--- src/rtl/rse_pkg.sv ---
`timescale 1ns / 1ps

package rse_pkg;

   // payload widths
   localparam int ID_W    = 16;
   localparam int KIND_W  = 2;
   localparam int COUNT_W = 7;

   // operation codes
   typedef enum logic [KIND_W-1:0] {
      KIND_RAISE = 2'd0,
      KIND_QUERY = 2'd1,
      KIND_POLL  = 2'd2,
      KIND_CLEAR = 2'd3
   } kind_type;

   // per-cell control from the sequencer
   typedef struct packed {
      logic sample;   // register the compare result
      logic shift;    // take the entry of the right neighbor
      logic load;     // store the raised identifier
   } cell_ctrl_type;

endpackage

--- src/rtl/rse_req_if.sv ---
`timescale 1ns / 1ps

interface rse_req_if;
   logic                      valid;
   logic                      ready;
   logic [rse_pkg::KIND_W-1:0] kind;
   logic [rse_pkg::ID_W-1:0]   event_id;

   modport source (output valid, output kind, output event_id, input ready);
   modport sink   (input valid, input kind, input event_id, output ready);
endinterface

--- src/rtl/rse_rsp_if.sv ---
`timescale 1ns / 1ps

interface rse_rsp_if;
   logic                        valid;
   logic                        ready;
   logic                        ok;
   logic                        refused_full;
   logic                        sticky_full;
   logic [rse_pkg::COUNT_W-1:0] entry_count;

   modport source (output valid, output ok, output refused_full, output sticky_full,
                   output entry_count, input ready);
   modport sink   (input valid, input ok, input refused_full, input sticky_full,
                   input entry_count, output ready);
endinterface

--- src/rtl/rse_cell.sv ---
`timescale 1ns / 1ps

module rse_cell #(
   parameter int INDEX = 0,
   parameter int CW    = 7
) (
   input  logic                        clock,
   input  logic                        reset,
   input  rse_pkg::cell_ctrl_type      ctrl,
   input  logic [rse_pkg::ID_W-1:0]    cmp_id,
   input  logic [rse_pkg::ID_W-1:0]    load_id,
   input  logic [CW-1:0]               count,
   input  logic [rse_pkg::ID_W-1:0]    right_entry,
   output logic [rse_pkg::ID_W-1:0]    entry,
   output logic                        match
);
   import rse_pkg::*;

   logic [ID_W-1:0] entry_ff, entry_in;
   logic            match_ff, match_in;

   // compare against the incoming identifier, only for held slots
   assign match_in = (entry_ff == cmp_id) && (CW'(INDEX) < count);

   // load a raised identifier or close the gap left by a poll
   always_comb begin
      entry_in = entry_ff;
      if (ctrl.load) begin
         entry_in = load_id;
      end else if (ctrl.shift) begin
         entry_in = right_entry;
      end
   end

   always_ff @(posedge clock) begin
      entry_ff <= entry_in;
   end

   always_ff @(posedge clock) begin
      if (reset) begin
         match_ff <= 1'b0;
      end else if (ctrl.sample) begin
         match_ff <= match_in;
      end
   end

   assign entry = entry_ff;
   assign match = match_ff;

endmodule

--- src/rtl/raised_event_set.sv ---
`timescale 1ns / 1ps

// channel   | direction | fields
// ----------+-----------+-----------------------------------------------
// req_if    | in        | kind, event_id
// rsp_if    | out       | ok, refused_full, sticky_full, entry_count
//
// in each transaction, at acceptance every cell compares its entry
// with the identifier, the next cycle applies raise, poll shift, or clear
// and loads the result register. the first match is picked by a priority mask
// over the row of cells. a new request is taken in the cycle the result is
// taken. reset empties the list and clears the sticky full flag; entries keep
// their contents. a stalled result holds the block until it is taken.

module raised_event_set #(
   parameter int CAPACITY = 64
) (
   input  logic     clock,
   input  logic     reset,
   rse_req_if.sink  req_if,
   rse_rsp_if.source rsp_if
);
   import rse_pkg::*;

   localparam int CW = $clog2(CAPACITY + 1);

   typedef enum logic [1:0] {
      STATE_IDLE  = 2'b01,
      STATE_APPLY = 2'b10
   } state_type;

   state_type state_ff, state_in;

   logic [CW-1:0]    count_ff, count_in;
   logic             full_ff, full_in;
   kind_type         kind_ff;
   logic [ID_W-1:0]  id_ff;

   logic             rsp_valid_ff, rsp_valid_in;
   logic             ok_ff, ok_in;
   logic             refused_ff, refused_in;
   logic             sticky_ff, sticky_in;
   logic [COUNT_W-1:0] cnt_out_ff, cnt_out_in;

   logic [CAPACITY-1:0] match_vec;
   logic [CAPACITY-1:0] low_vec;
   logic [CAPACITY-1:0] ge_vec;
   logic [ID_W-1:0]     entries [CAPACITY];

   logic accept;
   logic any_match;
   logic is_full;
   logic raise_go;
   logic poll_go;

   assign accept = req_if.valid && req_if.ready;
   assign req_if.ready = (state_ff == STATE_IDLE) && (!rsp_valid_ff || rsp_if.ready);

   // first match and everything to its right
   assign any_match = |match_vec;
   assign low_vec   = match_vec & (~match_vec + CAPACITY'(1));
   assign ge_vec    = ~(low_vec - CAPACITY'(1));

   assign is_full  = (count_ff >= CW'(CAPACITY));
   assign raise_go = (state_ff == STATE_APPLY) && (kind_ff == KIND_RAISE) && !is_full;
   assign poll_go  = (state_ff == STATE_APPLY) && (kind_ff == KIND_POLL) && any_match;

   // row of cells
   for (genvar i = 0; i < CAPACITY; i++) begin : g_cell
      cell_ctrl_type ctrl;
      logic [ID_W-1:0] right_entry;

      assign ctrl.sample = accept;
      assign ctrl.shift  = poll_go && ge_vec[i];
      assign ctrl.load   = raise_go && (count_ff == CW'(i));

      if (i == CAPACITY - 1) begin : g_last
         assign right_entry = entries[i];
      end else begin : g_mid
         assign right_entry = entries[i+1];
      end

      rse_cell #(
         .INDEX (i),
         .CW    (CW)
      ) u_cell (
         .clock       (clock),
         .reset       (reset),
         .ctrl        (ctrl),
         .cmp_id      (req_if.event_id),
         .load_id     (id_ff),
         .count       (count_ff),
         .right_entry (right_entry),
         .entry       (entries[i]),
         .match       (match_vec[i])
      );
   end

   // sequencer and list state
   always_comb begin
      state_in     = state_ff;
      count_in     = count_ff;
      full_in      = full_ff;
      rsp_valid_in = rsp_valid_ff;
      ok_in        = ok_ff;
      refused_in   = refused_ff;
      sticky_in    = sticky_ff;
      cnt_out_in   = cnt_out_ff;

      if (rsp_valid_ff && rsp_if.ready) begin
         rsp_valid_in = 1'b0;
      end

      case (state_ff)
         STATE_IDLE: begin
            if (accept) begin
               state_in = STATE_APPLY;
            end
         end
         STATE_APPLY: begin
            ok_in      = 1'b0;
            refused_in = 1'b0;
            case (kind_ff)
               KIND_RAISE: begin
                  if (is_full) begin
                     refused_in = 1'b1;
                     full_in    = 1'b1;
                  end else begin
                     count_in = count_ff + CW'(1);
                     ok_in    = 1'b1;
                  end
               end
               KIND_QUERY: begin
                  ok_in = any_match;
               end
               KIND_POLL: begin
                  if (any_match) begin
                     count_in = count_ff - CW'(1);
                     ok_in    = 1'b1;
                  end
               end
               KIND_CLEAR: begin
                  count_in = '0;
                  ok_in    = 1'b1;
               end
               default: begin
                  ok_in = 1'b0;
               end
            endcase
            sticky_in    = full_in;
            cnt_out_in   = COUNT_W'(count_in);
            rsp_valid_in = 1'b1;
            state_in     = STATE_IDLE;
         end
         default: begin
            state_in = STATE_IDLE;
         end
      endcase
   end

   always_ff @(posedge clock) begin
      if (reset) begin
         state_ff     <= STATE_IDLE;
         count_ff     <= '0;
         full_ff      <= 1'b0;
         rsp_valid_ff <= 1'b0;
      end else begin
         state_ff     <= state_in;
         count_ff     <= count_in;
         full_ff      <= full_in;
         rsp_valid_ff <= rsp_valid_in;
      end
   end

   // request capture and result payload
   always_ff @(posedge clock) begin
      if (accept) begin
         kind_ff <= kind_type'(req_if.kind);
         id_ff   <= req_if.event_id;
      end
      ok_ff      <= ok_in;
      refused_ff <= refused_in;
      sticky_ff  <= sticky_in;
      cnt_out_ff <= cnt_out_in;
   end

   assign rsp_if.valid        = rsp_valid_ff;
   assign rsp_if.ok           = ok_ff;
   assign rsp_if.refused_full = refused_ff;
   assign rsp_if.sticky_full  = sticky_ff;
   assign rsp_if.entry_count  = cnt_out_ff;

endmodule

--- src/flat_wrapper.sv ---
// flat-port wrapper written by rule: the top's interface ports become plain ports
module raised_event_set_flat import rse_pkg::*;
#(
   parameter int CAPACITY = 64
)
  (clock, reset, req_if_valid, req_if_kind, req_if_event_id, req_if_ready, rsp_if_valid, rsp_if_ok, rsp_if_refused_full, rsp_if_sticky_full, rsp_if_entry_count, rsp_if_ready);
  rse_req_if req_if_i ();
  rse_rsp_if rsp_if_i ();
  input  logic clock;
  input  logic reset;
  input wire logic [$bits(req_if_i.valid)-1:0] req_if_valid;
  input wire logic [$bits(req_if_i.kind)-1:0] req_if_kind;
  input wire logic [$bits(req_if_i.event_id)-1:0] req_if_event_id;
  output wire logic [$bits(req_if_i.ready)-1:0] req_if_ready;
  output wire logic [$bits(rsp_if_i.valid)-1:0] rsp_if_valid;
  output wire logic [$bits(rsp_if_i.ok)-1:0] rsp_if_ok;
  output wire logic [$bits(rsp_if_i.refused_full)-1:0] rsp_if_refused_full;
  output wire logic [$bits(rsp_if_i.sticky_full)-1:0] rsp_if_sticky_full;
  output wire logic [$bits(rsp_if_i.entry_count)-1:0] rsp_if_entry_count;
  input wire logic [$bits(rsp_if_i.ready)-1:0] rsp_if_ready;
  assign req_if_i.valid = req_if_valid;
  assign req_if_i.kind = req_if_kind;
  assign req_if_i.event_id = req_if_event_id;
  assign req_if_ready = req_if_i.ready;
  assign rsp_if_valid = rsp_if_i.valid;
  assign rsp_if_ok = rsp_if_i.ok;
  assign rsp_if_refused_full = rsp_if_i.refused_full;
  assign rsp_if_sticky_full = rsp_if_i.sticky_full;
  assign rsp_if_entry_count = rsp_if_i.entry_count;
  assign rsp_if_i.ready = rsp_if_ready;
  raised_event_set #(.CAPACITY(CAPACITY)) u_core (.clock(clock), .reset(reset), .req_if(req_if_i), .rsp_if(rsp_if_i));
endmodule
--- config.mk ---
export PLATFORM = sky130hd
export DESIGN_NAME = raised_event_set_flat
export DESIGN_NICKNAME = d
export VERILOG_FILES = /design/src/rtl/rse_pkg.sv /design/src/rtl/rse_req_if.sv /design/src/rtl/rse_rsp_if.sv /design/src/rtl/rse_cell.sv /design/src/rtl/raised_event_set.sv /design/src/flat_wrapper.sv
export SDC_FILE = /design/constraint.sdc
export NUM_CORES = 2
export LEC_CHECK = 0
export BUFFER_PORTS_ARGS = -buffer_cell sky130_fd_sc_hd__buf_4
export CAP_MARGIN = 20
export CORE_MARGIN = 2
export CORE_UTILIZATION = 40
export DETAILED_ROUTE_END_ITERATION = 10
export SLEW_MARGIN = 10
export SYNTH_ARGS = -nofsm -noshare
export SYNTH_HDL_FRONTEND = slang
export SYNTH_SLANG_ARGS = --single-unit
--- constraint.sdc ---
create_clock -name clock -period 4.75 [get_ports clock]
set_clock_uncertainty 0.1 [all_clocks]
set_input_delay 0.7125 -clock clock [delete_from_list [all_inputs] [get_ports clock]]
set_output_delay 0.7125 -clock clock [all_outputs]
set_load 0.01 [all_outputs]
* Word level (Yosys, flattened, before mapping)
Index checks and enable logic that the tools add are counted.
** Cells by class
- Bitwise operators :: 4
- Reduce and logical (&&, ||, !) cells :: 269
- Multiplexer cells :: 137
- Add/subtract/negate cells :: 4
- Equality and inequality tests :: 132
- Order comparisons :: 65
** Operators by type and width (count)
- 16-bit two-way mux :: 126
- 16-bit equality test :: 64
- 7-bit by 6-bit equality test with 1-bit output (second input constant) :: 32
- 6-bit by 7-bit less-than comparator with 1-bit output (first input constant) :: 32
- 1-bit logical AND :: 198
- 2-bit nonzero test :: 64
- 63-bit NOT :: 2
- 7-bit by 5-bit equality test with 1-bit output (second input constant) :: 16
- 5-bit by 7-bit less-than comparator with 1-bit output (first input constant) :: 16
- 64-bit OR reduction :: 1
- 63-bit by 1-bit adder with 63-bit output (second input constant) :: 1
- 63-bit bitwise AND :: 1
- 63-bit by 1-bit subtractor with 63-bit output (second input constant) :: 1
- 7-bit by 4-bit equality test with 1-bit output (second input constant) :: 8
- 4-bit by 7-bit less-than comparator with 1-bit output (first input constant) :: 8
- 7-bit by 3-bit equality test with 1-bit output (second input constant) :: 4
- 3-bit by 7-bit less-than comparator with 1-bit output (first input constant) :: 4
- 7-bit one-hot mux with 3 select lines :: 1
- 7-bit by 2-bit equality test with 1-bit output (second input constant) :: 2
- 1-bit by 7-bit less-than comparator with 1-bit output (first input constant) :: 2
- 2-bit by 7-bit less-than comparator with 1-bit output (first input constant) :: 2
- 7-bit two-way mux :: 2
- 7-bit by 1-bit adder with 7-bit output (second input constant) :: 1
- 7-bit by 1-bit equality test with 1-bit output (second input constant) :: 1
- other kinds (12) :: 22
** Word-level totals
- Word-level logic and storage cells :: 749
- Register bits :: 1127
- Bits of input ports :: 22
- Output and inout port bits :: 12

* Depth between registers and ports, before layout
- Depth in word-level cells :: 8
- Mapped depth :: 11
- Depth with buffers taken out :: 9

* Hierarchy
A second synthesis with hierarchy kept.
** Second synthesis, totals
- Cell total of the unflattened synthesis :: 4472
- Area total of the unflattened synthesis :: 61386.4 µm²
** By module, submodules not included
- rse_cell at u_core.g_cell[16].u_cell ... :: cells each 63, area each 904.6 µm², sequential area each 500.5 µm², instances 5
- rse_cell at u_core.g_cell[0].u_cell ... :: cells each 63, area each 929.6 µm², sequential area each 500.5 µm², instances 4
- rse_cell at u_core.g_cell[14].u_cell ... :: cells each 64, area each 907.1 µm², sequential area each 500.5 µm², instances 4
- rse_cell at u_core.g_cell[1].u_cell ... :: cells each 63, area each 902.1 µm², sequential area each 500.5 µm², instances 4
- raised_event_set :: cells each 419, area each 3030.4 µm², sequential area each 1061.0 µm², instances 1
- rse_cell at u_core.g_cell[34].u_cell ... :: cells each 64, area each 919.6 µm², sequential area each 500.5 µm², instances 3
- rse_cell at u_core.g_cell[20].u_cell ... :: cells each 64, area each 918.4 µm², sequential area each 500.5 µm², instances 3
- rse_cell at u_core.g_cell[12].u_cell ... :: cells each 63, area each 912.1 µm², sequential area each 500.5 µm², instances 3
- rse_cell at u_core.g_cell[53].u_cell ... :: cells each 64, area each 924.6 µm², sequential area each 500.5 µm², instances 2
- rse_cell at u_core.g_cell[11].u_cell ... :: cells each 63, area each 920.9 µm², sequential area each 500.5 µm², instances 2
- rse_cell at u_core.g_cell[23].u_cell ... :: cells each 62, area each 917.1 µm², sequential area each 500.5 µm², instances 2
- rse_cell at u_core.g_cell[21].u_cell ... :: cells each 63, area each 913.4 µm², sequential area each 500.5 µm², instances 2
- rse_cell at u_core.g_cell[19].u_cell ... :: cells each 63, area each 910.9 µm², sequential area each 500.5 µm², instances 2
- rse_cell at u_core.g_cell[13].u_cell ... :: cells each 63, area each 909.6 µm², sequential area each 500.5 µm², instances 2
- +23 rows

* Least setup slack after synthesis
OpenSTA, ideal clock, no wires.
- Path kind :: flip-flop to flip-flop
- Start :: register u_core.g_cell[18].u_cell.match_ff
- End :: register u_core.g_cell[62].u_cell.entry_ff[0], enable pin
- Cell stages (with the launch flop) :: 8
- Setup slack :: 748 ps
- Setup time :: 397 ps
- Clock period less this slack :: 4002 ps
- Arrival time :: 3505 ps
- Required time :: 4253 ps
- Cells stage by stage :: dfxtp_1 -> or4_4 -> or4_4 -> nor4_1 -> nand2_1 -> o311a_1 -> and4_1 -> a22oi_1
** On the way
- Cells in the longest elaborated chain, start to end :: 7
** Ends and longest elaborated chain
- start: declaration :: RTL line rse_cell.sv:20 : logic match_ff, match_in;
- start signal: assignment :: RTL line rse_cell.sv:43 : match_ff <= match_in;
- 63-bit NOT :: RTL line raised_event_set.sv:61 : assign low_vec = match_vec & (~match_vec + CAPACITY'(1));
- 63-bit by 1-bit adder with 63-bit output :: RTL line raised_event_set.sv:61
- 63-bit bitwise AND :: RTL line raised_event_set.sv:61
- 63-bit by 1-bit subtractor with 63-bit output :: RTL line raised_event_set.sv:62 : assign ge_vec = ~(low_vec - CAPACITY'(1));
- 63-bit NOT :: RTL line raised_event_set.sv:62
- 1-bit logical AND * :: RTL line raised_event_set.sv:74 : assign ctrl.shift = poll_go && ge_vec[i];
- 2-bit nonzero test (no line) *
- end signal: assignment :: RTL line rse_cell.sv:36 : entry_ff <= entry_in;
- end: declaration :: RTL line rse_cell.sv:19 : logic [ID_W-1:0] entry_ff, entry_in;
Every way passes the cells marked *; elsewhere a longest branch is shown, timed or not.
A chain may end at the register's enable or synchronous reset.

* Final worst setup path
- Start :: register u_core.kind_ff[0]
- End :: register u_core.g_cell[46].u_cell.entry_ff[1], enable pin
** On the way
- Cells in the longest elaborated chain, start to end :: 5
** Ends and longest elaborated chain
- start: declaration :: RTL line raised_event_set.sv:36 : kind_type kind_ff;
- start signal: assignment :: RTL line raised_event_set.sv:178 : kind_ff <= kind_type'(req_if.kind);
- 2-bit equality test / 2-bit zero test (equally long branches) :: RTL line raised_event_set.sv:66, raised_event_set.sv:65
- 1-bit logical AND, on equally long branches (2 in a row) :: RTL line raised_event_set.sv:66, raised_event_set.sv:65
- 1-bit logical AND, on equally long branches :: RTL line raised_event_set.sv:74, raised_event_set.sv:75
- 2-bit nonzero test (no line) *
- end signal: assignment :: RTL line rse_cell.sv:36
- end: declaration :: RTL line rse_cell.sv:19
Marked as above.

==> qor.yml <==
run_status:
  status: "finished clean"
min_path:
  min_path_type: "input pin to register"
  worstHoldStart: "req_if_kind[0]"
  worstHoldPathCells: 1
synth:
  synth.distinct_cells: 74
  ys_seq_elements: 1127
  seq_area_frac_synth: 0.546
  syn_inst: 4533
  avgSynthCellArea_um2: 13.4
  async_flop_share: 0
  ys_warn_count: 0
  syn_nets: 4565
  ys_dominant_reg_cell: "edfxtp_1"
  synth_edf_count: 1052
  syn_area_um2: 60600
grt:
  grt_max_degree: 79
  grt_overflow: 0
  grt_pass1_wl_um: 284000
  first_global_vias: 39200
  antenna_found_initial: 8
  globalRouteTotalUtil: 0.254
clock_network:
  htreeDepth: 4
  clk_latency_ns: 0.76
  clock_path_buffers: 3
  tritoncts: "yes"
  clock_sink_count: 1127
  cts_buffers: 132
  clk_pin_slew_ns: 0.06
  cts_setup_buffers: 0
  ctsHoldBuffers: 0
  ctsRootBufferMaster: "clkbuf_16"
  post_cts_resized: 0
critical_path:
  reg2reg_depth: 9
  required_ns: 5.02
  crit_path_end_kind: "register"
  cp.arrival_ns: 4.84
  startpoint_type: "register"
  path_max_fanout: 17
  r2r-start: "u_core.kind_ff[0]$_DFFE_PP_"
  critPathKind: "register to register"
  crit_start: "u_core.kind_ff[0]$_DFFE_PP_"
detailed_routing:
  wl_um: 199000
  drt-pass1-iter-count: 6
  remaining_drc_errors: 0
  drt_first_iter_violations: 4349
  wire_per_inst_um: 29.6
  avgViaCountPerCell: 5.84
  via_count: 39300
  ant_nets: 0
finish:
  nNetsFinal: 4639
  area_growth_pct: 13.0
  layout-drive-gt1-share: 0.319
  multi_input_area_um2: 26100
  regArea_um2: 33100
  fill_cells: 13500
placement:
  dp_hpwl_um: 129000
  portBuffers: 33
  place_congestion: 0.980
timing:
  maxSlewViolCount: 0
  setup_viol: 0
  final.setup.tns_ns: 0
  clock.fmax_ghz: 0.219
  post-route-period-util: 0.962
  fin_crit_ns: 4.57
  hold_violations: 0
  worstMarginPinSlew_ns: 1.16
  rsz0062_at_grt: "false"
  relSlewSlack: 0.224
floorplan:
  die_area_um2: 155000
  rows: 142
  design.core.area_um2: 150000
  ios: 34
  die_w_um: 393
  initial_core_util: 0.403
  die_h_um: 393
run:
  cap_violations: 0
pwr:
  p_leak_nw: 22.3
  vdd_drop_max_uv: 370
  totalPowerFinal_mw: 22.1
  p_per_area_nw_per_um2: 322
[Yosys cell counts, drive strengths merged, types with 12 or more instances]
master / instances / area share
dfxtp: 75 / 0.025
or4: 15 / 0.0020
nand4: 175 / 0.018
a32oi: 12 / 0.0017
buf: 64 / 0.0042
xnor2: 591 / 0.085
nand3: 50 / 0.0041
mux2: 1009 / 0.19
clkbuf: 285 / 0.018
edfxtp: 1052 / 0.52
nand2: 135 / 0.0084
nor4: 146 / 0.015
a21oi: 74 / 0.0061
a2111oi: 22 / 0.0032
xor2: 433 / 0.063
o21ai: 56 / 0.0047
nor2: 110 / 0.0068
inv: 18 / 0.0011
nor3: 58 / 0.0048
[metrics by stage]
step	instance area, um^2	std cells	util	hold WS (ns)	setup WS (ns)
6_report	68400	6728	0.456	0.0586	0.181
5_1_grt	68400	6727	0.456	0.0282	0.0253
4_1_cts	68400	6724	0.456	0.00956	0.456
3_5_place_dp	64200	6486	0.428	0.347	0.472
3_3_place_gp	64200	6483	0.428	0.341	0.548
2_1_floorplan	60600	4533	-	0.324	0.748
[layout by cell type, fill, tap and decap left out, types with 12 or more instances in the layout]
| cell type | synthesis | final |
|---|---|---|
| nor4_1 | 146 | 146 |
| o21ai_1 | 1 | 39 |
| inv_1 | 18 | 18 |
| nor2_1 | 110 | 109 |
| xor2_1 | 433 | 433 |
| nand4_1 | 175 | 175 |
| nor3_1 | 58 | 54 |
| mux2_2 | 1008 | 1008 |
| xnor2_1 | 591 | 591 |
| clkbuf_16 | 0 | 138 |
| nand2_1 | 135 | 134 |
| clkinv_2 | 0 | 15 |
| o21ai_0 | 54 | 15 |
| buf_4 | 0 | 261 |
| or4_1 | 12 | 12 |
| a2111oi_0 | 22 | 22 |
| a32oi_1 | 12 | 12 |
| nand3_1 | 50 | 49 |
| a21oi_1 | 74 | 73 |
| dfxtp_1 | 75 | 75 |
| clkbuf_1 | 284 | 43 |
| clkinv_1 | 2 | 20 |
| edfxtp_1 | 1052 | 1052 |
| buf_12 | 0 | 19 |
[cell type report]
type                    instances  share of cell area
clock buffers                 187              0.0540
clock inverters                51             0.00709
well taps                    2016              0.0369
multi-input cells            3037               0.382
flip-flops and latches       1127               0.484
inverters                      20             0.00110
repair buffers                289              0.0355
diodes                          1           0.0000366
[flip-flops by register name, indices dropped and copies added, names as in the netlist]
register,cells
u_core.count_ff,7
u_core.full_ff,1
u_core.g_cell.u_cell.entry,1024
u_core.g_cell.u_cell.match,64
u_core.id_ff,16
u_core.kind_ff,2
u_core.rsp_if.entry_count,7
u_core.rsp_if.ok,1
u_core.rsp_if.refused_full,1
u_core.rsp_if.sticky_full,1
u_core.rsp_if.valid,1
u_core.state_ff,2
[routing by layer]
metal | global-route usage | wire length, um
met1 | 0.357 | 86500
met4 | 0.0914 | 7330
met3 | 0.0521 | 16900
met5 | 0 | 72
met2 | 0.389 | 88100
[logic make-up after synthesis]
family | Yosys count | share of synthesized area
and+or+nand+nor | 755 | 0.0670
adders and majority gates | 10 | 0.00207
xor gates and xnor gates | 1024 | 0.148
buffers and inverters | 369 | 0.0231
AOI/OAI and AO/OA | 237 | 0.0252
DFF | 1127 | 0.546
muxes | 1011 | 0.188
[worst max-delay path: stages (launching register included)]
cell	delay, ns
edfxtp_1	0.42
inv_1	0.11
ha_1	0.34
inv_1	0.11
nor3_1	0.72
buf_4	0.28
nand2_1	0.08
nor2_1	0.62
nand2_1	0.67
nand2_1	0.71
[power by group]
part,total (mW),internal [mW],switching (mW)
combinational,1.36,0.374,0.982
sequential,10.7,10.7,0.0132
clock,9.98,5.81,4.17
total,22.1,16.9,5.16
[worst paths after layout]
| check | to | slack (ns) |
|---|---|---|
| setup reg to reg | u_core.g_cell[46].u_cell.entry[1]$_DFFE_PP_ | 0.18 |
| hold reg to reg | u_core.g_cell[63].u_cell.match$_SDFFE_PP0P_ | 0.37 |
| setup / recovery | u_core.g_cell[46].u_cell.entry[1]$_DFFE_PP_ | 0.18 |
| hold / removal | u_core.kind_ff[0]$_DFFE_PP_ | 0.06 |
Note: power is estimated with default switching activity, not from simulation.
